$ cat config.mk
export PLATFORM = sky130hd
export DESIGN_NAME = isc_queue
export DESIGN_NICKNAME = d
export VERILOG_FILES = /design/src/design/isc_pkg.sv /design/src/design/isc_queue.sv
export SDC_FILE = /design/constraint.sdc
export NUM_CORES = 1
export LEC_CHECK = 0
export ABC_AREA = 1
export BUFFER_PORTS_ARGS = -buffer_cell sky130_fd_sc_hd__buf_4
export CAP_MARGIN = 30
export CORE_AREA = 2 2 62 64
export CTS_CLUSTER_SIZE = 24
export DETAILED_ROUTE_END_ITERATION = 12
export DIE_AREA = 0 0 64 66
export PLACE_DENSITY_LB_ADDON = 0.15
export SYNTH_ARGS = -nofsm -noshare
export SYNTH_HDL_FRONTEND = slang
export SYNTH_SLANG_ARGS = --single-unit
$ cat constraint.sdc
create_clock -name clk -period 1.53 [get_ports clk]
set_input_delay 0.2295 -clock clk [delete_from_list [all_inputs] [get_ports clk]]
set_output_delay 0.2295 -clock clk [all_outputs]
set_load 0.005 [all_outputs]
$ cat src/design/isc_pkg.sv
package isc_pkg;

  localparam int MAX_PLANES_DEF = 32;
  localparam int MAX_DIM_DEF    = 16;
  localparam int COORD_BITS_DEF = 24;

  localparam int IN_COORD_W = 24;
  localparam int PRODUCT_W  = 52;
  localparam int CNT_W      = 32;
  localparam int PIDX_W     = 16;
  localparam int JIDX_W     = 5;
  localparam int CFG_IDX_W  = 3;
  localparam int CFG_DATA_W = 6;
  localparam int SIZE_W     = 7;   // holds any effective plane count or length
  localparam int Q_DEPTH    = 4;

  localparam logic [CFG_IDX_W-1:0] CFG_ALLOW_NEG  = 3'd0;
  localparam logic [CFG_IDX_W-1:0] CFG_ALLOW_ZERO = 3'd1;
  localparam logic [CFG_IDX_W-1:0] CFG_ALLOW_POS  = 3'd2;
  localparam logic [CFG_IDX_W-1:0] CFG_REPORT     = 3'd3;
  localparam logic [CFG_IDX_W-1:0] CFG_PLANES     = 3'd4;
  localparam logic [CFG_IDX_W-1:0] CFG_LENGTH     = 3'd5;

  localparam logic [1:0] CMD_LOAD   = 2'd0;
  localparam logic [1:0] CMD_POINT  = 2'd1;
  localparam logic [1:0] CMD_FINISH = 2'd2;

  localparam logic [1:0] OP_LOAD  = 2'd0;
  localparam logic [1:0] OP_PT    = 2'd1;
  localparam logic [1:0] OP_PTEND = 2'd2;
  localparam logic [1:0] OP_FIN   = 2'd3;

  localparam logic KIND_REPORT  = 1'b0;
  localparam logic KIND_SUMMARY = 1'b1;

  typedef struct packed {
    logic              allow_neg;
    logic              allow_zero;
    logic              allow_pos;
    logic              report;
    logic [SIZE_W-1:0] planes;
    logic [SIZE_W-1:0] len;
  } cfg_t;

  typedef struct packed {
    logic planes_wr;
    logic len_wr;
  } cfg_evt_t;

  typedef struct packed {
    logic                 kind;
    logic [PIDX_W-1:0]    point_index;
    logic [JIDX_W-1:0]    plane_index;
    logic [PRODUCT_W-1:0] product;
    logic                 all_ok;
    logic [CNT_W-1:0]     negative_count;
    logic [CNT_W-1:0]     zero_count;
    logic [CNT_W-1:0]     positive_count;
    logic                 last;
  } res_t;

endpackage

$ cat src/design/isc_queue.sv
module isc_queue #(
  parameter int W     = 8,
  parameter int DEPTH = isc_pkg::Q_DEPTH
) (
  input  logic         clk,
  input  logic         rst_n,
  input  logic         wr_en,
  input  logic [W-1:0] wr_data,
  output logic         full,
  input  logic         rd_en,
  output logic         rd_valid,
  output logic [W-1:0] rd_data
);

  localparam int PW = (DEPTH > 1) ? $clog2(DEPTH) : 1;
  localparam int CW = $clog2(DEPTH + 1);

  logic [W-1:0]  mem_r [DEPTH];
  logic [PW-1:0] wp_r, wp_nxt, rp_r, rp_nxt;
  logic [CW-1:0] cnt_r, cnt_nxt;
  logic          do_wr, do_rd;

  assign full     = (cnt_r == CW'(DEPTH));
  assign rd_valid = (cnt_r != '0);
  assign rd_data  = mem_r[rp_r];
  assign do_wr    = wr_en && !full;
  assign do_rd    = rd_en && rd_valid;

  always_comb begin
    wp_nxt  = wp_r;
    rp_nxt  = rp_r;
    cnt_nxt = cnt_r;
    if (do_wr) begin
      wp_nxt = (wp_r == PW'(DEPTH - 1)) ? '0 : wp_r + PW'(1);
    end
    if (do_rd) begin
      rp_nxt = (rp_r == PW'(DEPTH - 1)) ? '0 : rp_r + PW'(1);
    end
    if (do_wr && !do_rd) begin
      cnt_nxt = cnt_r + CW'(1);
    end else if (do_rd && !do_wr) begin
      cnt_nxt = cnt_r - CW'(1);
    end
  end

  always_ff @(posedge clk) begin
    if (!rst_n) begin
      wp_r  <= '0;
      rp_r  <= '0;
      cnt_r <= '0;
    end else begin
      wp_r  <= wp_nxt;
      rp_r  <= rp_nxt;
      cnt_r <= cnt_nxt;
    end
  end

  always_ff @(posedge clk) begin
    if (do_wr) begin
      mem_r[wp_r] <= wr_data;
    end
  end

endmodule

==> impl_metrics.ini, run 1 <==
[run_status]
status = complete, but fails checks
failed_checks = setup timing

[clocking]
cts_max_path_buffers = 2
clock-root-buffer = clkbuf_4
clock-sinks = 41
cts_tree = yes
path_clk_slew_ns = 0.12
clk_latency_ns = 0.34
cts_made_buffers = 5
htree_levels = 2
hold_buffers = 0

[power]
p_per_area_nw_per_um2 = 1640
ir_drop_v = 0.000829
p_leak_uw = 0.000883
power.total_uw = 3600

[synthesis]
syn_avg_cell_area_sq_um = 11.5
synth_commonest_cells = nor2_1 (33), edfxtp_1 (32), inv_1 (17)
synth-edff-count = 32
yosys-top-cells-area = edfxtp_1 (57%), dfxtp_1 (11%), nor2_1 (7.3%)
yosysWarnings = 0
synth.most_common_cell = nor2_1
syn-instance-count = 147
async_flop_share_pct = 0
syn_nets = 166
synth.ff_latch_count = 41
ys_types = 18
syn_area_sq_um = 1690
ys_seq_area_share_pct = 67.6
synth_area_leader_cell = edfxtp_1
synth_top_area_share_pct = 56.9
synthFlopType = edfxtp_1

[timing]
hold_viol_final = 0
period_share_pct = 103
setup_viol = 3
min_period_ns = 1.57
rsz0062_at_grt = yes
tightest_slew_ns = 0.158
final.setup_skew_ns = 0.00936
final_max_slew_viol_count = 0
max_slew_margin_pct = 89.4
fmax_ghz = 0.635
setup_ws_ns = -0.0442

[worst_setup_path]
worstSetupEndpointType = register
critPathMaxFanout = 2
crit_type = register to register
r2r_cells = 12
regToRegSetupSlack_ns = -0.04
timing.rr.start = cnt_r[0]
cp.required_ns = 1.78
regToRegEndpoint = cnt_r[2]
worstPathArrival_ns = 1.83
start_kind = register

[floorplan]
die_w_microns = 64
coreArea_sq_um = 3550
die_y_microns = 66
std_cell_rows = 22
die_area_sq_um = 4220
ios = 22
start_util_pct = 47.6

[drt]
finalWirelength_mm = 3.28
wl_per_cell_microns = 13.7
drc = 0
drtIter0Drc = 43
drtAntennaViolNets = 0
vias_per_cell = 4.92
num_vias = 1177
first_pass_iters = 4

[hold_path]
min_path_type = input port to register
min_to = mem_r[1][5]
hold_start = wr_data[5]
holdPathStages = 1

[global_route]
grt_max_degree = 17
grt_pass1_vias = 1218
grt_usage_pct = 17.3
grt_pass1_wl_mm = 5.32
overflow = 0
antenna_found_initial = 0

[placed_design]
dpl_worst_slack_ns = -0.0570
io_buffers = 21
gp_congestion = 0.798
dp_hpwl_mm = 2.24
post_dp_cell_area_sq_um = 2010

[layout]
drive_above_1_share_pct = 39.8
n_antenna_cell = 0
design_area_sq_um = 2190
syn_to_final_growth_pct = 29.9
nets = 209
final_util_pct = 61.8

[flow_run]
cap_viol_max_count = 0
layout by cell type (no fill, tap or decap), drive strengths merged:
cell type,n
buf,38
o22ai,8
clkinv,2
clkinvlp,1
nand3,1
nand2,15
nand3b,1
nor2,33
a21oi,2
ha,6
fa,1
nand4,1
inv,18
dfxtp,9
clkbuf,5
edfxtp,32
o21ai,18
cell type report:
cell class	instances	area, sq um
timing repair buffer	38	308
sequential	41	1150
fill	296	1360
clock buffer	5	37.5
tap	48	60.1
clock inverter	3	17.5
multi-input combinational	86	539
inverter	18	77.6
metal layers:
layer	wire [microns]	share of wire, %	track usage (%)
met1	1320	40	17.8
met2	1800	55	32.7
met3	101	3.1	4.94
met4	53	1.6	7.07
met5	0	0	0
worst max-delay path, cell delays in order (launching register included):
cell and delay [ns]:
dfxtp_2 0.35, nor2_4 0.12, nand2_2 0.07, nand2_2 0.08, ha_4 0.13, inv_2 0.04, fa_2 0.34, inv_2 0.05
nand2_1 0.06, nand3_1 0.09, nand2_1 0.06, inv_1 0.05, nor2_1 0.04
metrics by stage:
stage	instances	TNS [ns]	hold WS [ns]
after floorplan	147	-0.0660	0.328
after global placement	227	0	0.429
after detailed placement	227	-0.0880	0.432
after CTS	239	-0.0969	0.0628
after global routing	239	-0.354	0.0586
final	239	-0.0854	0.0733
logic make-up after synthesis:
kind of cell	count (synthesis)	share of synthesized area (%)
fa+ha+maj	7	5.63
compound gates	28	9.56
buf+inv	20	5.33
flops	41	67.6
simple gates	51	11.9
what timing repair did:
| action | in CTS | in global routing |
|---|---|---|
| gates cloned | 0 | 0 |
| hold endpoints to repair | 0 | 0 |
| gates resized for setup | 16 | 25 |
| pin swaps | 8 | 14 |
| setup endpoints to repair | 10 | 10 |
| buffers inserted | 5 | 0 |
registers in the layout, indices dropped and copies added (netlist names), named ones only:
| register | cells |
|---|---|
| rp_r | 2 |
| mem_r | 32 |
| cnt_r | 3 |
| wp_r | 2 |
power by group:
part,leakage (uW),internal [uW],total (uW),switching [uW]
Combinational,0.000482,770,1540,775
Sequential,0.000370,1410,1540,133
Clock,0.0000310,173,513,340
Total,0.000883,2350,3600,1250
worst max path at each step:
stage	startpoint	endpoint	slack [ns]	cells past startpoint
after global placement	cnt_r[0]	cnt_r[1]	0.02	9
after global routing	cnt_r[1]	cnt_r[2]	-0.10	12
final	cnt_r[0]	cnt_r[2]	-0.04	12
after floorplan	cnt_r[0]	cnt_r[1]	-0.04	9
after detailed placement	cnt_r[0]	cnt_r[2]	-0.06	12
after CTS	cnt_r[1]	cnt_r[1]	-0.04	9
No activity file was read; power rests on OpenSTA's default activity.
==> inputs of run 2 (changes only) <==
Settings changed: HOLD_SLACK_MARGIN from default to 0.1.
==> impl_metrics.ini, run 2 (same netlist as run 1, synthesis figures left out) <==
[timing]
final_max_slew_viol_count = 0
final.setup_skew_ns = 0.00971
setup_viol = 3
setup_ws_ns = -0.0442
max_slew_margin_pct = 89.5
period_share_pct = 103
fmax_ghz = 0.635
hold_viol_final = 0
rsz0062_at_grt = yes
tightest_slew_ns = 0.157
min_period_ns = 1.57

[run_status]
status = complete, but fails checks
failed_checks = setup timing

[layout]
finalNonFillerCells = 247
layout_commonest_cell = buf_4
reg_top3 = mem_r x32, cnt_r x3
drive_above_1_share_pct = 38.2
final_util_pct = 64.0
n_antenna_cell = 0
syn_to_final_growth_pct = 34.6
largest-register = mem_r
design_area_sq_um = 2270
largest_reg_flops = 32
nets = 217
mostFrequentLayoutCells = buf_4 (34), edfxtp_1 (32), nor2_1 (30)
nFillCells = 292

[floorplan]
coreArea_sq_um = 3550
ios = 22
die_area_sq_um = 4220
die_w_microns = 64
start_util_pct = 47.6
std_cell_rows = 22
die_y_microns = 66

[clocking]
cts_max_path_buffers = 2
clock-sinks = 41
htree_levels = 2
path_clk_slew_ns = 0.11
cts_made_buffers = 5
cts_tree = yes
clock-root-buffer = clkbuf_4
clk_latency_ns = 0.34

[placed_design]
post_dp_cell_area_sq_um = 2010
dp.cells = 227
dpl_worst_slack_ns = -0.0570
gp_congestion = 0.798
dp_hpwl_mm = 2.24
io_buffers = 21

[hold_path]
min_path_type = input port to register

[worst_setup_path]
worstSetupEndpointType = register
cp.required_ns = 1.78
crit_type = register to register
start_kind = register
worstPathArrival_ns = 1.83
critPathMaxFanout = 2

[power]
ir_drop_v = 0.000829
power.total_uw = 3610
p_leak_uw = 0.000916
p_per_area_nw_per_um2 = 1590

[global_route]
overflow = 0
grt_max_degree = 17
grt_usage_pct = 17.6
grt_pass1_wl_mm = 5.42
grt_pass1_vias = 1251
antenna_found_initial = 0

[drt]
finalWirelength_mm = 3.32
drtAntennaViolNets = 0
wl_per_cell_microns = 13.4
vias_per_cell = 4.87
drc = 0
first_pass_iters = 4
num_vias = 1203
drtIter0Drc = 40

[flow_run]
cap_viol_max_count = 0
[run 2: cell count changes in the layout (fill, tap and decap cells not counted), sizes merged]
cell	before	now
dlygate4sd3	0	8
[run 2: per-layer routing]
layer	vias up	global-route usage [%]	share of wire, %
li1	602	-	-
met1	574	18.2	41
met2	23	33.5	55
met3	4	4.60	2.6
met4	0	7.07	1.6
met5	-	0	0
[run 2: power breakdown]
| part | switching, uW | leakage, uW | total, uW | internal (uW) |
|---|---|---|---|---|
| clock network | 341 | 0.0000310 | 515 | 173 |
| logic | 776 | 0.000515 | 1560 | 784 |
| registers | 133 | 0.000370 | 1540 | 1410 |
| total | 1250 | 0.000916 | 3610 | 2360 |
[run 2: repair_timing]
item | CTS | global route
hold endpoints to repair | 32 | 0
resized for setup | 16 | 25
hold buffers | 8 | 0
pin swaps | 8 | 14
setup endpoints to repair | 10 | 10
setup buffers | 5 | 0
[run 2: path summary, 6_finish.rpt]
check                           depth (start not counted)  slack, ns  startpoint        to
worst max-delay path                                   12      -0.04    cnt_r[0]  cnt_r[2]
worst min-delay path                                    3       0.15       rst_n   wp_r[1]
worst min register to register                          4       0.55     rp_r[1]  register
worst max register to register                         12      -0.04    cnt_r[0]  cnt_r[2]
[run 2: final cells by class]
class | instances | area (sq um) | share of cell area, %
clock inverters | 3 | 17.5 | 0.771
inverters | 18 | 77.6 | 3.41
clock buffers | 5 | 37.5 | 1.65
well taps | 48 | 60.1 | 2.64
flip-flops and latches | 41 | 1150 | 50.7
multi-input cells | 86 | 539 | 23.7
repair buffers | 46 | 388 | 17.1
[run 2: worst max-delay path: stages (launching register included)]
cell and delay (ns):
dfxtp_2 0.35, nor2_4 0.12, nand2_2 0.07, nand2_2 0.08, ha_4 0.13, inv_2 0.04, fa_2 0.34, inv_2 0.05
nand2_1 0.06, nand3_1 0.09, nand2_1 0.06, inv_1 0.05, nor2_1 0.04
[run 2: stage by stage]
| step | TNS (ns) | hold WS (ns) |
|---|---|---|
| floorplan | -0.0660 | 0.328 |
| global placement | 0 | 0.429 |
| detailed placement | -0.0880 | 0.432 |
| CTS | -0.0969 | 0.138 |
| global route | -0.342 | 0.154 |
| finish | -0.0854 | 0.151 |
