## src/design/isc_pkg.sv

```systemverilog
package isc_pkg;

  localparam int MAX_PLANES_DEF = 32;
  localparam int MAX_DIM_DEF    = 16;
  localparam int COORD_BITS_DEF = 24;

  localparam int IN_COORD_W = 24;
  localparam int PRODUCT_W  = 52;
  localparam int CNT_W      = 32;
  localparam int PIDX_W     = 16;
  localparam int JIDX_W     = 5;
  localparam int CFG_IDX_W  = 3;
  localparam int CFG_DATA_W = 6;
  localparam int SIZE_W     = 7;   // holds any effective plane count or length
  localparam int Q_DEPTH    = 4;

  localparam logic [CFG_IDX_W-1:0] CFG_ALLOW_NEG  = 3'd0;
  localparam logic [CFG_IDX_W-1:0] CFG_ALLOW_ZERO = 3'd1;
  localparam logic [CFG_IDX_W-1:0] CFG_ALLOW_POS  = 3'd2;
  localparam logic [CFG_IDX_W-1:0] CFG_REPORT     = 3'd3;
  localparam logic [CFG_IDX_W-1:0] CFG_PLANES     = 3'd4;
  localparam logic [CFG_IDX_W-1:0] CFG_LENGTH     = 3'd5;

  localparam logic [1:0] CMD_LOAD   = 2'd0;
  localparam logic [1:0] CMD_POINT  = 2'd1;
  localparam logic [1:0] CMD_FINISH = 2'd2;

  localparam logic [1:0] OP_LOAD  = 2'd0;
  localparam logic [1:0] OP_PT    = 2'd1;
  localparam logic [1:0] OP_PTEND = 2'd2;
  localparam logic [1:0] OP_FIN   = 2'd3;

  localparam logic KIND_REPORT  = 1'b0;
  localparam logic KIND_SUMMARY = 1'b1;

  typedef struct packed {
    logic              allow_neg;
    logic              allow_zero;
    logic              allow_pos;
    logic              report;
    logic [SIZE_W-1:0] planes;
    logic [SIZE_W-1:0] len;
  } cfg_t;

  typedef struct packed {
    logic planes_wr;
    logic len_wr;
  } cfg_evt_t;

  typedef struct packed {
    logic                 kind;
    logic [PIDX_W-1:0]    point_index;
    logic [JIDX_W-1:0]    plane_index;
    logic [PRODUCT_W-1:0] product;
    logic                 all_ok;
    logic [CNT_W-1:0]     negative_count;
    logic [CNT_W-1:0]     zero_count;
    logic [CNT_W-1:0]     positive_count;
    logic                 last;
  } res_t;

endpackage

```

## src/design/isc_front.sv

```systemverilog
module isc_front #(
  parameter int MAX_PLANES = isc_pkg::MAX_PLANES_DEF,
  parameter int MAX_DIM    = isc_pkg::MAX_DIM_DEF,
  parameter int COORD_BITS = isc_pkg::COORD_BITS_DEF,
  parameter int AW         = 9
) (
  input  logic                            clk,
  input  logic                            rst_n,
  input  logic                            in_push,
  input  logic [1:0]                      in_cmd,
  input  logic [isc_pkg::IN_COORD_W-1:0]  in_coord,
  input  logic                            q_full,
  output logic                            q_wr,
  output logic [2+AW+COORD_BITS-1:0]      q_data,
  input  isc_pkg::cfg_t                   cfg,
  input  isc_pkg::cfg_evt_t               cfg_evt
);

  localparam int DEPTH = MAX_PLANES * MAX_DIM;
  localparam int DW    = (MAX_DIM > 1) ? $clog2(MAX_DIM) : 1;

  logic [AW-1:0]         load_pos_r, load_pos_nxt;
  logic [DW-1:0]         pt_pos_r, pt_pos_nxt;
  logic [1:0]            op;
  logic [AW-1:0]         addr;
  logic                  accept;
  logic signed [31:0]    cx;
  logic [COORD_BITS-1:0] coord;
  logic                  pt_done;

  assign accept  = in_push && !q_full;
  assign cx      = 32'(signed'(in_coord));
  assign coord   = cx[COORD_BITS-1:0];
  assign pt_done = (isc_pkg::SIZE_W'(pt_pos_r) + isc_pkg::SIZE_W'(1)) >= cfg.len;
  assign q_data  = {op, addr, coord};

  always_comb begin
    load_pos_nxt = load_pos_r;
    pt_pos_nxt   = pt_pos_r;
    q_wr         = 1'b0;
    op           = isc_pkg::OP_LOAD;
    addr         = load_pos_r;
    if (accept) begin
      unique case (in_cmd)
        isc_pkg::CMD_LOAD: begin
          q_wr         = 1'b1;
          load_pos_nxt = (load_pos_r == AW'(DEPTH - 1)) ? '0 : load_pos_r + AW'(1);
        end
        isc_pkg::CMD_POINT: begin
          q_wr       = 1'b1;
          addr       = AW'(pt_pos_r);
          op         = pt_done ? isc_pkg::OP_PTEND : isc_pkg::OP_PT;
          pt_pos_nxt = pt_done ? '0 : pt_pos_r + DW'(1);
        end
        isc_pkg::CMD_FINISH: begin
          q_wr = 1'b1;
          op   = isc_pkg::OP_FIN;
        end
        default: begin
        end
      endcase
    end
    // a size write restarts loading after any word taken in the same cycle
    if (cfg_evt.planes_wr || cfg_evt.len_wr) begin
      load_pos_nxt = '0;
    end
    if (cfg_evt.len_wr) begin
      pt_pos_nxt = '0;
    end
  end

  always_ff @(posedge clk) begin
    if (!rst_n) begin
      load_pos_r <= '0;
      pt_pos_r   <= '0;
    end else begin
      load_pos_r <= load_pos_nxt;
      pt_pos_r   <= pt_pos_nxt;
    end
  end

endmodule

```

## config.mk

```make
export PLATFORM = sky130hd
export DESIGN_NAME = isc_front
export DESIGN_NICKNAME = d
export VERILOG_FILES = /design/src/design/isc_pkg.sv /design/src/design/isc_front.sv
export SDC_FILE = /design/constraint.sdc
export NUM_CORES = 1
export LEC_CHECK = 0
export CAP_MARGIN = 10
export CORE_ASPECT_RATIO = 1.1
export CORE_MARGIN = 4
export CORE_UTILIZATION = 50
export CTS_CLUSTER_SIZE = 14
export DETAILED_ROUTE_END_ITERATION = 16
export DONT_BUFFER_PORTS = 1
export GPL_TIMING_DRIVEN = 1
export SETUP_SLACK_MARGIN = 0.05
export SYNTH_ARGS = -nofsm -noshare
export SYNTH_HDL_FRONTEND = slang
export SYNTH_SLANG_ARGS = --single-unit
```

## constraint.sdc

```tcl
create_clock -name clk -period 3.06 [get_ports clk]
set_input_delay 0.306 -clock clk [delete_from_list [all_inputs] [get_ports clk]]
set_output_delay 0.306 -clock clk [all_outputs]
set_load 0.03 [all_outputs]
```

==> results.json, run 1 <==
{
  "status": "finished, final reports clean",
  "gp_congestion": 0.751,
  "io_buffers": 0,
  "synth_nets": 196,
  "syn_area_mm2": 0.00112,
  "dr_total_vias": 785,
  "tightest_slew_ns": 0.577,
  "grt_use_met3_pct": 4.18,
  "grt_pass1_vias": 769,
  "ys_warn_count": 0,
  "fin_util_pct": 48.3,
  "hold_viol_final": 0,
  "post-route-min-period_ns": 2.61,
  "switching_share_pct": 23.6,
  "crit_fanout": 6,
  "skew_ns": 0.00178,
  "use_met2_pct": 20.4,
  "core-area_mm2": 0.00206,
  "drc_errors": 0,
  "ys_ff_latch": 13,
  "cts_hold_buf": 0,
  "grt_max_degree": 16,
  "setup_violations": 0,
  "antenna_found_initial": 0,
  "place_hpwl_um": 1490,
  "final_antenna_net_count": 0,
  "yosysUniqueCellTypes": 31,
  "grt_overflow": 0,
  "htreeDepth": 1,
  "clkTransAtPathRegs_ns": 0.07,
  "areaGrowthSynthToFinish_pct": -11.0,
  "drt-pass1-iter-count": 3,
  "dp.cells": 138,
  "fin_crit_sh_pct": 85.3,
  "die_area_mm2": 0.00306,
  "die_w_um": 53.1,
  "drt-initial-drc-count": 13,
  "p_per_area_mw_per_mm2": 301,
  "layoutNonFillerInstCount": 142,
  "drv_cap": 0,
  "startpoint_type": "register",
  "nNetsFinal": 177,
  "relSlewSlack_pct": 61.5,
  "min_path_type": "input pin to register",
  "cp.arrival_ns": 2.30,
  "p_switching_uw": 70.7,
  "cts.repair.resized": 0,
  "numCtsBuffers": 3,
  "tritoncts": "done",
  "drive_gt1_share_pct": 11.4,
  "required_ns": 2.75,
  "clock.fmax_ghz": 0.383,
  "irDropWorstVdd_uv": 270,
  "worst_setup_path_end_kind": "primary output",
  "p_clk_share_pct": 34.8,
  "via_per_inst": 5.53,
  "n_fill_cell": 217,
  "clock_sinks": 13,
  "grt_pass1_wl_um": 3300,
  "grt_util_met1_pct": 16.7,
  "post_cts_buffers": 0,
  "root_buffer": "clkbuf_4",
  "die_y_um": 57.6,
  "clock_latency_ns": 0.27,
  "core.rowCount": 17,
  "pwr-share-comb_pct": 8.7,
  "grt_util_all_layers_pct": 13.9,
  "rsz0062_at_grt": "no",
  "busiest_layer": "met2",
  "drt-total-wl_um": 1910,
  "setup.worst_path.class": "register to primary output",
  "syn_area_per_cell_um2": 8.35,
  "io_pins": 86,
  "cellLeakagePower_nw": 0.436,
  "fin_setup_tns_ns": 0,
  "initial_core_util_pct": 54.2,
  "post_drt_wl_per_cell_um": 13.4,
  "ctsLongestPathBuffers": 2,
  "maxSlewViolCount": 0,
  "share_seq_of_total_power_pct": 56.5,
  "ys_seq_area_share_pct": 23.3,
  "netlist_instances": 134,
  "p_int_uw": 229,
  "antennaDiodeCount": 0
}
-- worst max-delay path, stage by stage, from the launching register on --
cell	delay, ns
dfxtp_1	0.37
ha_1	0.26
and3_1	0.19
ha_1	0.28
and2_0	0.14
o21a_1	0.17
a41oi_1	0.16
buf_4	0.17
a21oi_1	0.06
nor2_1	0.09
buf_4	0.16
-- placed cells by master, fill, tap and decap left out, types with 3 or more instances in the layout --
cell | netlist | final
clkbuf_4 | 0 | 3
nand4_1 | 4 | 4
and2_1 | 5 | 5
a21oi_1 | 8 | 8
nor2_1 | 11 | 11
o21ai_0 | 4 | 4
mux2_2 | 4 | 4
dfxtp_1 | 13 | 13
nand2_1 | 11 | 11
inv_1 | 7 | 7
nor2b_1 | 3 | 3
xor2_1 | 5 | 5
ha_1 | 12 | 12
-- cell families (layout without fill, tap and decap cells) --
kind of cell / Yosys count / after routing / share of synthesized area, %
buffers and inverters: 33 / 13 / 20.1
multiplexers: 6 / 6 / 5.82
AO/OA/AOI/OAI: 16 / 16 / 8.50
flip-flops: 13 / 13 / 23.3
AND/OR/NAND/NOR: 47 / 47 / 23.4
adder cells (fa/ha/maj): 12 / 12 / 13.4
XOR/XNOR: 7 / 7 / 5.48
-- metrics by stage --
stage	setup WS [ns]	hold slack, ns	instance area, um^2	total power, mW
4_1_cts	0.407	0.0893	996	0.306
5_1_grt	0.282	0.0919	996	0.315
2_1_floorplan	0.597	0.385	1120	0.255
6_report	0.451	0.101	996	0.300
3_5_place_dp	0.727	0.391	970	0.200
3_3_place_gp	0.761	0.387	970	0.200
-- registers in the layout, summed over array words and instances (netlist names) --
| name | cells |
|---|---|
| pt_pos_r | 4 |
| load_pos_r | 9 |
-- metal layers --
layer  vias up  share of wire [%]
li1        388                  -
met1       339                 43
met2        28                 42
met3        30                8.4
met4         0                6.4
met5         -                  0
-- worst paths after layout --
| kind | start | to | slack, ns | cells past startpoint |
|---|---|---|---|---|
| min | cfg_evt[1] | load_pos_r[8]$_SDFFE_PP0P_ | 0.10 | 1 |
| max reg2reg | pt_pos_r[0]$_SDFFE_PP0P_ | pt_pos_r[3]$_SDFFE_PP0P_ | 1.03 | 9 |
| max | pt_pos_r[0]$_SDFFE_PP0P_ | q_data[33] | 0.45 | 10 |
| min reg2reg | load_pos_r[5]$_SDFFE_PP0P_ | load_pos_r[5]$_SDFFE_PP0P_ | 0.50 | 2 |
-- power by group through the flow --
stage / Combinational [mW] / Clock (mW) / Sequential, mW
CTS: 0.0265 / 0.110 / 0.170
detailed placement: 0.0264 / 0 / 0.174
global placement: 0.0259 / 0 / 0.174
global route: 0.0298 / 0.116 / 0.170
finish: 0.0260 / 0.104 / 0.170
floorplan: 0.0814 / 0 / 0.174
-- synthesized netlist by cell type --
| master | instances | area (um^2) |
|---|---|---|
| a211o_1 | 1 | 8.76 |
| a21oi_1 | 8 | 40.0 |
| dfxtp_1 | 13 | 260 |
| nand4_1 | 4 | 25.0 |
| xor2_1 | 5 | 43.8 |
| nand3_1 | 2 | 10.0 |
| nand2_1 | 11 | 41.3 |
| nor2_1 | 11 | 41.3 |
| mux2_2 | 4 | 45.0 |
| nand4_4 | 1 | 21.3 |
| o21a_1 | 1 | 7.51 |
| nand2b_1 | 1 | 6.26 |
| mux2i_1 | 2 | 20.0 |
| o21ai_0 | 4 | 20.0 |
| o21ba_2 | 1 | 10.0 |
| and2_0 | 1 | 6.26 |
| a41oi_1 | 1 | 8.76 |
| or3_1 | 2 | 12.5 |
| and2_1 | 5 | 31.3 |
| nor3_1 | 1 | 5.00 |
| nor2b_4 | 1 | 13.8 |
| and3_1 | 2 | 12.5 |
| inv_1 | 7 | 26.3 |
| buf_4 | 24 | 180 |
| nor3b_1 | 1 | 7.51 |
| and2_4 | 1 | 8.76 |
| buf_8 | 1 | 15.0 |
| ha_1 | 12 | 150 |
| nor2b_1 | 3 | 18.8 |
| xnor2_1 | 2 | 17.5 |
| clkbuf_1 | 1 | 3.75 |
-- cell type report --
| type | instances | area, um^2 | area share, % |
|---|---|---|---|
| Clock buffer | 4 | 26.3 | 2.64 |
| Timing Repair Buffer | 2 | 15.0 | 1.51 |
| Multi-Input combinational cell | 88 | 633 | 63.6 |
| Sequential cell | 13 | 260 | 26.1 |
| Inverter | 7 | 26.3 | 2.64 |
| Tap cell | 28 | 35.0 | 3.52 |
No activity file was read; power rests on OpenSTA's default activity.
==> inputs of run 2 (changes only) <==
--- a/config.mk
+++ b/config.mk
@@ -13,6 +13,7 @@
 export DETAILED_ROUTE_END_ITERATION = 16
 export DONT_BUFFER_PORTS = 1
 export GPL_TIMING_DRIVEN = 1
+export REMOVE_ABC_BUFFERS = 1
 export SETUP_SLACK_MARGIN = 0.05
 export SYNTH_ARGS = -nofsm -noshare
 export SYNTH_HDL_FRONTEND = slang
==> results.json, run 2 (synthesis gave the netlist of run 1 again) <==
{
  "fin_setup_tns_ns": 0,
  "grt_pass1_wl_um": 4050,
  "cp_num_buf_inv": 2,
  "rsz0062_at_grt": "no",
  "setup.worst_path.class": "register to primary output",
  "drive_gt1_share_pct": 11.4,
  "mostFrequentLayoutCell": "dfxtp_1",
  "cts_hold_buf": 0,
  "crit_fanout": 6,
  "final_cell_mix": "dfxtp_1, ha_1, nand2_1, nor2_1, a21oi_1",
  "critPathLaunch": "pt_pos_r[0]$_SDFFE_PP0P_",
  "cellLeakagePower_nw": 0.436,
  "clock_latency_ns": 0.27,
  "cts.repair.resized": 0,
  "areaGrowthSynthToFinish_pct": -11.0,
  "die_w_um": 53.1,
  "setup_violations": 0,
  "core-area_mm2": 0.00206,
  "tritoncts": "done",
  "initial_core_util_pct": 54.2,
  "via_per_inst": 5.51,
  "grt_overflow": 0,
  "post_cts_buffers": 0,
  "grt_util_all_layers_pct": 17.8,
  "total_power_uw": 300,
  "grt_max_degree": 16,
  "post-route-min-period_ns": 2.63,
  "io_buffers": 0,
  "drt-total-wl_um": 2530,
  "core.rowCount": 17,
  "gp_congestion": 0.757,
  "drc_errors": 0,
  "root_buffer": "clkbuf_4",
  "p_per_area_mw_per_mm2": 302,
  "cp_slowest_cell": "dfxtp_1",
  "drt-initial-drc-count": 15,
  "antennaDiodeCount": 0,
  "cp.arrival_ns": 2.32,
  "largest_reg_flops": 9,
  "die_y_um": 57.6,
  "max_stage_delay_ns": 0.37,
  "htreeDepth": 1,
  "maxSlewViolCount": 0,
  "dr_total_vias": 782,
  "hold_viol_final": 0,
  "crit_chain": "ha_1 > and3_1 > ha_1 > and2_0 > o21a_1 > a41oi_1 > buf_4 > a21oi_1 > nor2_1 > buf_4",
  "clkTransAtPathRegs_ns": 0.08,
  "ctsLongestPathBuffers": 2,
  "io_pins": 86,
  "irDropWorstVdd_uv": 219,
  "skew_ns": 0.00244,
  "post_drt_wl_per_cell_um": 17.8,
  "antenna_found_initial": 0,
  "startpoint_type": "register",
  "clock_sinks": 13,
  "grt_pass1_vias": 804,
  "rr_startpoint": "pt_pos_r[0]$_SDFFE_PP0P_",
  "final_antenna_net_count": 0,
  "numCtsBuffers": 3,
  "relSlewSlack_pct": 60.9,
  "min_from": "cfg_evt[1]",
  "drv_cap": 0,
  "largestRegisters": "load_pos_r x9, pt_pos_r x4",
  "top_register": "load_pos_r",
  "place_hpwl_um": 2080,
  "status": "finished, final reports clean",
  "drt-pass1-iter-count": 2,
  "fin_crit_sh_pct": 85.9,
  "required_ns": 2.75,
  "min_path_type": "input pin to register",
  "nNetsFinal": 177,
  "worst_setup_path_end_kind": "primary output",
  "critical_path.top_delay_family": "adder cells",
  "tightest_slew_ns": 0.586,
  "clock.fmax_ghz": 0.381,
  "die_area_mm2": 0.00306
}
[run 2: cell counts in the layout (fill, tap and decap cells not counted)]
Identical to the previous run, type by type.
[run 2: cell type report]
type / instances / area (um^2)
inverters: 7 / 26.3
repair buffers: 2 / 15.0
well taps: 28 / 35.0
multi-input cells: 88 / 633
flip-flops and latches: 13 / 260
fillers: 209 / 1070
clock buffers: 4 / 26.3
[run 2: metal layers]
metal	global-route usage, %	vias to the layer above	part of all wire, %
li1	-	385	-
met1	22.9	347	45
met2	22.9	48	38
met3	14.9	2	17
met4	3.28	0	0.67
met5	0	-	0
[run 2: stage by stage]
stage / util [%] / cells / worst slack [ns] / hold slack (ns) / area, um^2
2_1_floorplan: - / 108 / 0.597 / 0.385 / 920
3_3_place_gp: 47.0 / 138 / 0.745 / 0.388 / 970
3_5_place_dp: 47.0 / 138 / 0.704 / 0.389 / 970
4_1_cts: 48.3 / 142 / 0.388 / 0.0989 / 996
5_1_grt: 48.3 / 142 / 0.228 / 0.0967 / 996
6_report: 48.3 / 142 / 0.432 / 0.109 / 996
[run 2: power breakdown]
group	total [mW]	internal, mW	leakage, nW	switching, mW
Clock	0.104	0.0503	0.0150	0.0539
Sequential	0.170	0.169	0.105	0.000444
Combinational	0.0265	0.00980	0.316	0.0167
Total	0.300	0.229	0.436	0.0711
[run 2: worst paths after layout]
kind / slack [ns] / to / cells after the start
max: 0.43 / q_data[33] / 10
min: 0.11 / load_pos_r[8]$_SDFFE_PP0P_ / 1
max reg2reg: 1.02 / pt_pos_r[3]$_SDFFE_PP0P_ / 9
min reg2reg: 0.51 / pt_pos_r[3]$_SDFFE_PP0P_ / 2
==> inputs of run 3 (changes only) <==
==> constraint.sdc (replaced) <==
create_clock -name clk -period 3.06 [get_ports clk]
set_input_delay 0.306 -clock clk [delete_from_list [all_inputs] [get_ports clk]]
set_output_delay 0.306 -clock clk [all_outputs]
set_load 0.1 [all_outputs]
==> results.json, run 3 (synthesis gave the netlist of run 1 again) <==
{
  "cp.arrival_ns": 2.49,
  "p_per_area_mw_per_mm2": 297,
  "clock_latency_ns": 0.27,
  "grt_pass1_wl_um": 3820,
  "dp.cells": 144,
  "via_per_inst": 5.47,
  "ff_latch_area_um2": 260,
  "required_ns": 2.75,
  "crit_chain": "ha_1 > and3_1 > ha_1 > and2_0 > o21a_1 > a41oi_1 > a21oi_1 > nor2_2 > buf_4",
  "largest_reg_flops": 9,
  "drt-pass1-iter-count": 3,
  "crit_fanout": 6,
  "clkTransAtPathRegs_ns": 0.08,
  "clock_sinks": 13,
  "initial_core_util_pct": 54.2,
  "core.rowCount": 17,
  "die_w_um": 53.1,
  "met1_length_um": 1070,
  "drt-initial-drc-count": 12,
  "crit_cells": 9,
  "rr_startpoint": "pt_pos_r[0]$_SDFFE_PP0P_",
  "final_cell_mix": "dfxtp_1, ha_1, nand2_1",
  "multiInputGateArea_um2": 638,
  "drt-total-wl_um": 2460,
  "numCtsBuffers": 3,
  "n_fill_cell": 221,
  "ff2ff_setup_slack_ns": 0.86,
  "critPathLaunch": "pt_pos_r[0]$_SDFFE_PP0P_",
  "reg2regPathDepth": 9,
  "drive_gt1_share_pct": 17.5,
  "post-route-min-period_ns": 2.80,
  "antenna_found_initial": 0,
  "cp_slowest_cell": "dfxtp_1",
  "grt_max_degree": 16,
  "final_antenna_net_count": 0,
  "io_pins": 86,
  "hold_viol_final": 0,
  "post_cts_buffers": 0,
  "grt_pass1_vias": 795,
  "setup.worst_path.class": "register to primary output",
  "die_y_um": 57.6,
  "irDropWorstVdd_uv": 201,
  "root_buffer": "clkbuf_4",
  "min_path_type": "input pin to register",
  "skew_ns": 0.00705,
  "rsz0062_at_grt": "no",
  "maxSlewViolCount": 0,
  "startpoint_type": "register",
  "die_area_mm2": 0.00306,
  "cts_hold_buf": 0,
  "htreeDepth": 1,
  "routed.top_layer": "met4",
  "drv_cap": 0,
  "worstSetupEndpoint": "q_data[33]",
  "largestRegisters": "load_pos_r x9, pt_pos_r x4",
  "reg2reg_to": "pt_pos_r[3]$_SDFFE_PP0P_",
  "worst_setup_path_end_kind": "primary output",
  "cts.repair.resized": 0,
  "tightest_slew_ns": 0.580,
  "layoutNonFillerInstCount": 148,
  "post_drt_wl_per_cell_um": 16.6,
  "total_power_uw": 310,
  "grt_util_all_layers_pct": 16.9,
  "core-area_mm2": 0.00206,
  "clock.fmax_ghz": 0.357,
  "critical_path.top_delay_family": "compound AO/OA/AOI/OAI gates",
  "gp_congestion": 0.751,
  "areaGrowthSynthToFinish_pct": -6.49,
  "place_hpwl_um": 2050,
  "cp_num_buf_inv": 1,
  "fin_crit_sh_pct": 91.5,
  "nNetsFinal": 183,
  "io_buffers": 0,
  "grt_overflow": 0,
  "tritoncts": "done",
  "setup_violations": 0,
  "top_register": "load_pos_r",
  "antennaDiodeCount": 0,
  "cellLeakagePower_nw": 0.469,
  "ctsLongestPathBuffers": 2,
  "cp_common_cell": "ha_1",
  "fin_util_pct": 50.7,
  "wl_met2_um": 942,
  "mostFrequentLayoutCell": "dfxtp_1",
  "max_stage_delay_ns": 0.38,
  "fin_setup_tns_ns": 0,
  "dr_total_vias": 810,
  "drc_errors": 0,
  "status": "finished, final reports clean",
  "relSlewSlack_pct": 61.4,
  "routed-wl-met3_um": 429
}
==> run 3: worst min-delay path by stage <==
stage / to / start / slack (ns) / depth (start not counted)
final: load_pos_r[8]$_SDFFE_PP0P_ / cfg_evt[1] / 0.10 / 1
after global routing: load_pos_r[8]$_SDFFE_PP0P_ / cfg_evt[1] / 0.09 / 1
after global placement: load_pos_r[8]$_SDFFE_PP0P_ / cfg_evt[1] / 0.39 / 1
after CTS: load_pos_r[8]$_SDFFE_PP0P_ / cfg_evt[1] / 0.1 / 1
after detailed placement: load_pos_r[8]$_SDFFE_PP0P_ / cfg_evt[1] / 0.39 / 1
after floorplan: load_pos_r[8]$_SDFFE_PP0P_ / cfg_evt[1] / 0.39 / 1
==> run 3: layout make-up <==
| cell class | count | area share, % |
|---|---|---|
| tap | 28 | 3.35 |
| inverter | 7 | 2.51 |
| sequential | 13 | 24.9 |
| timing repair buffer | 8 | 5.74 |
| clock buffer | 4 | 2.51 |
| multi-input combinational | 88 | 61.0 |
==> run 3: report_power, final <==
group | internal (mW) | switching (mW)
clock | 0.0504 | 0.0541
sequential | 0.169 | 0.000476
combinational | 0.0110 | 0.0251
==> run 3: routing by layer <==
| metal | global-route usage, % | vias to the layer above |
|---|---|---|
| met5 | 0 | - |
| met4 | 4.38 | 0 |
| met3 | 14.4 | 2 |
| met2 | 21.1 | 48 |
| met1 | 21.6 | 361 |
| li1 | - | 399 |
==> run 3: per-stage QoR <==
step	cell area (um^2)	setup slack, ns	hold WS (ns)
floorplan	920	-0.251	0.385
global placement	1020	0.566	0.388
detailed placement	1020	0.536	0.390
CTS	1050	0.227	0.0988
global route	1050	0.0715	0.0930
finish	1050	0.261	0.103
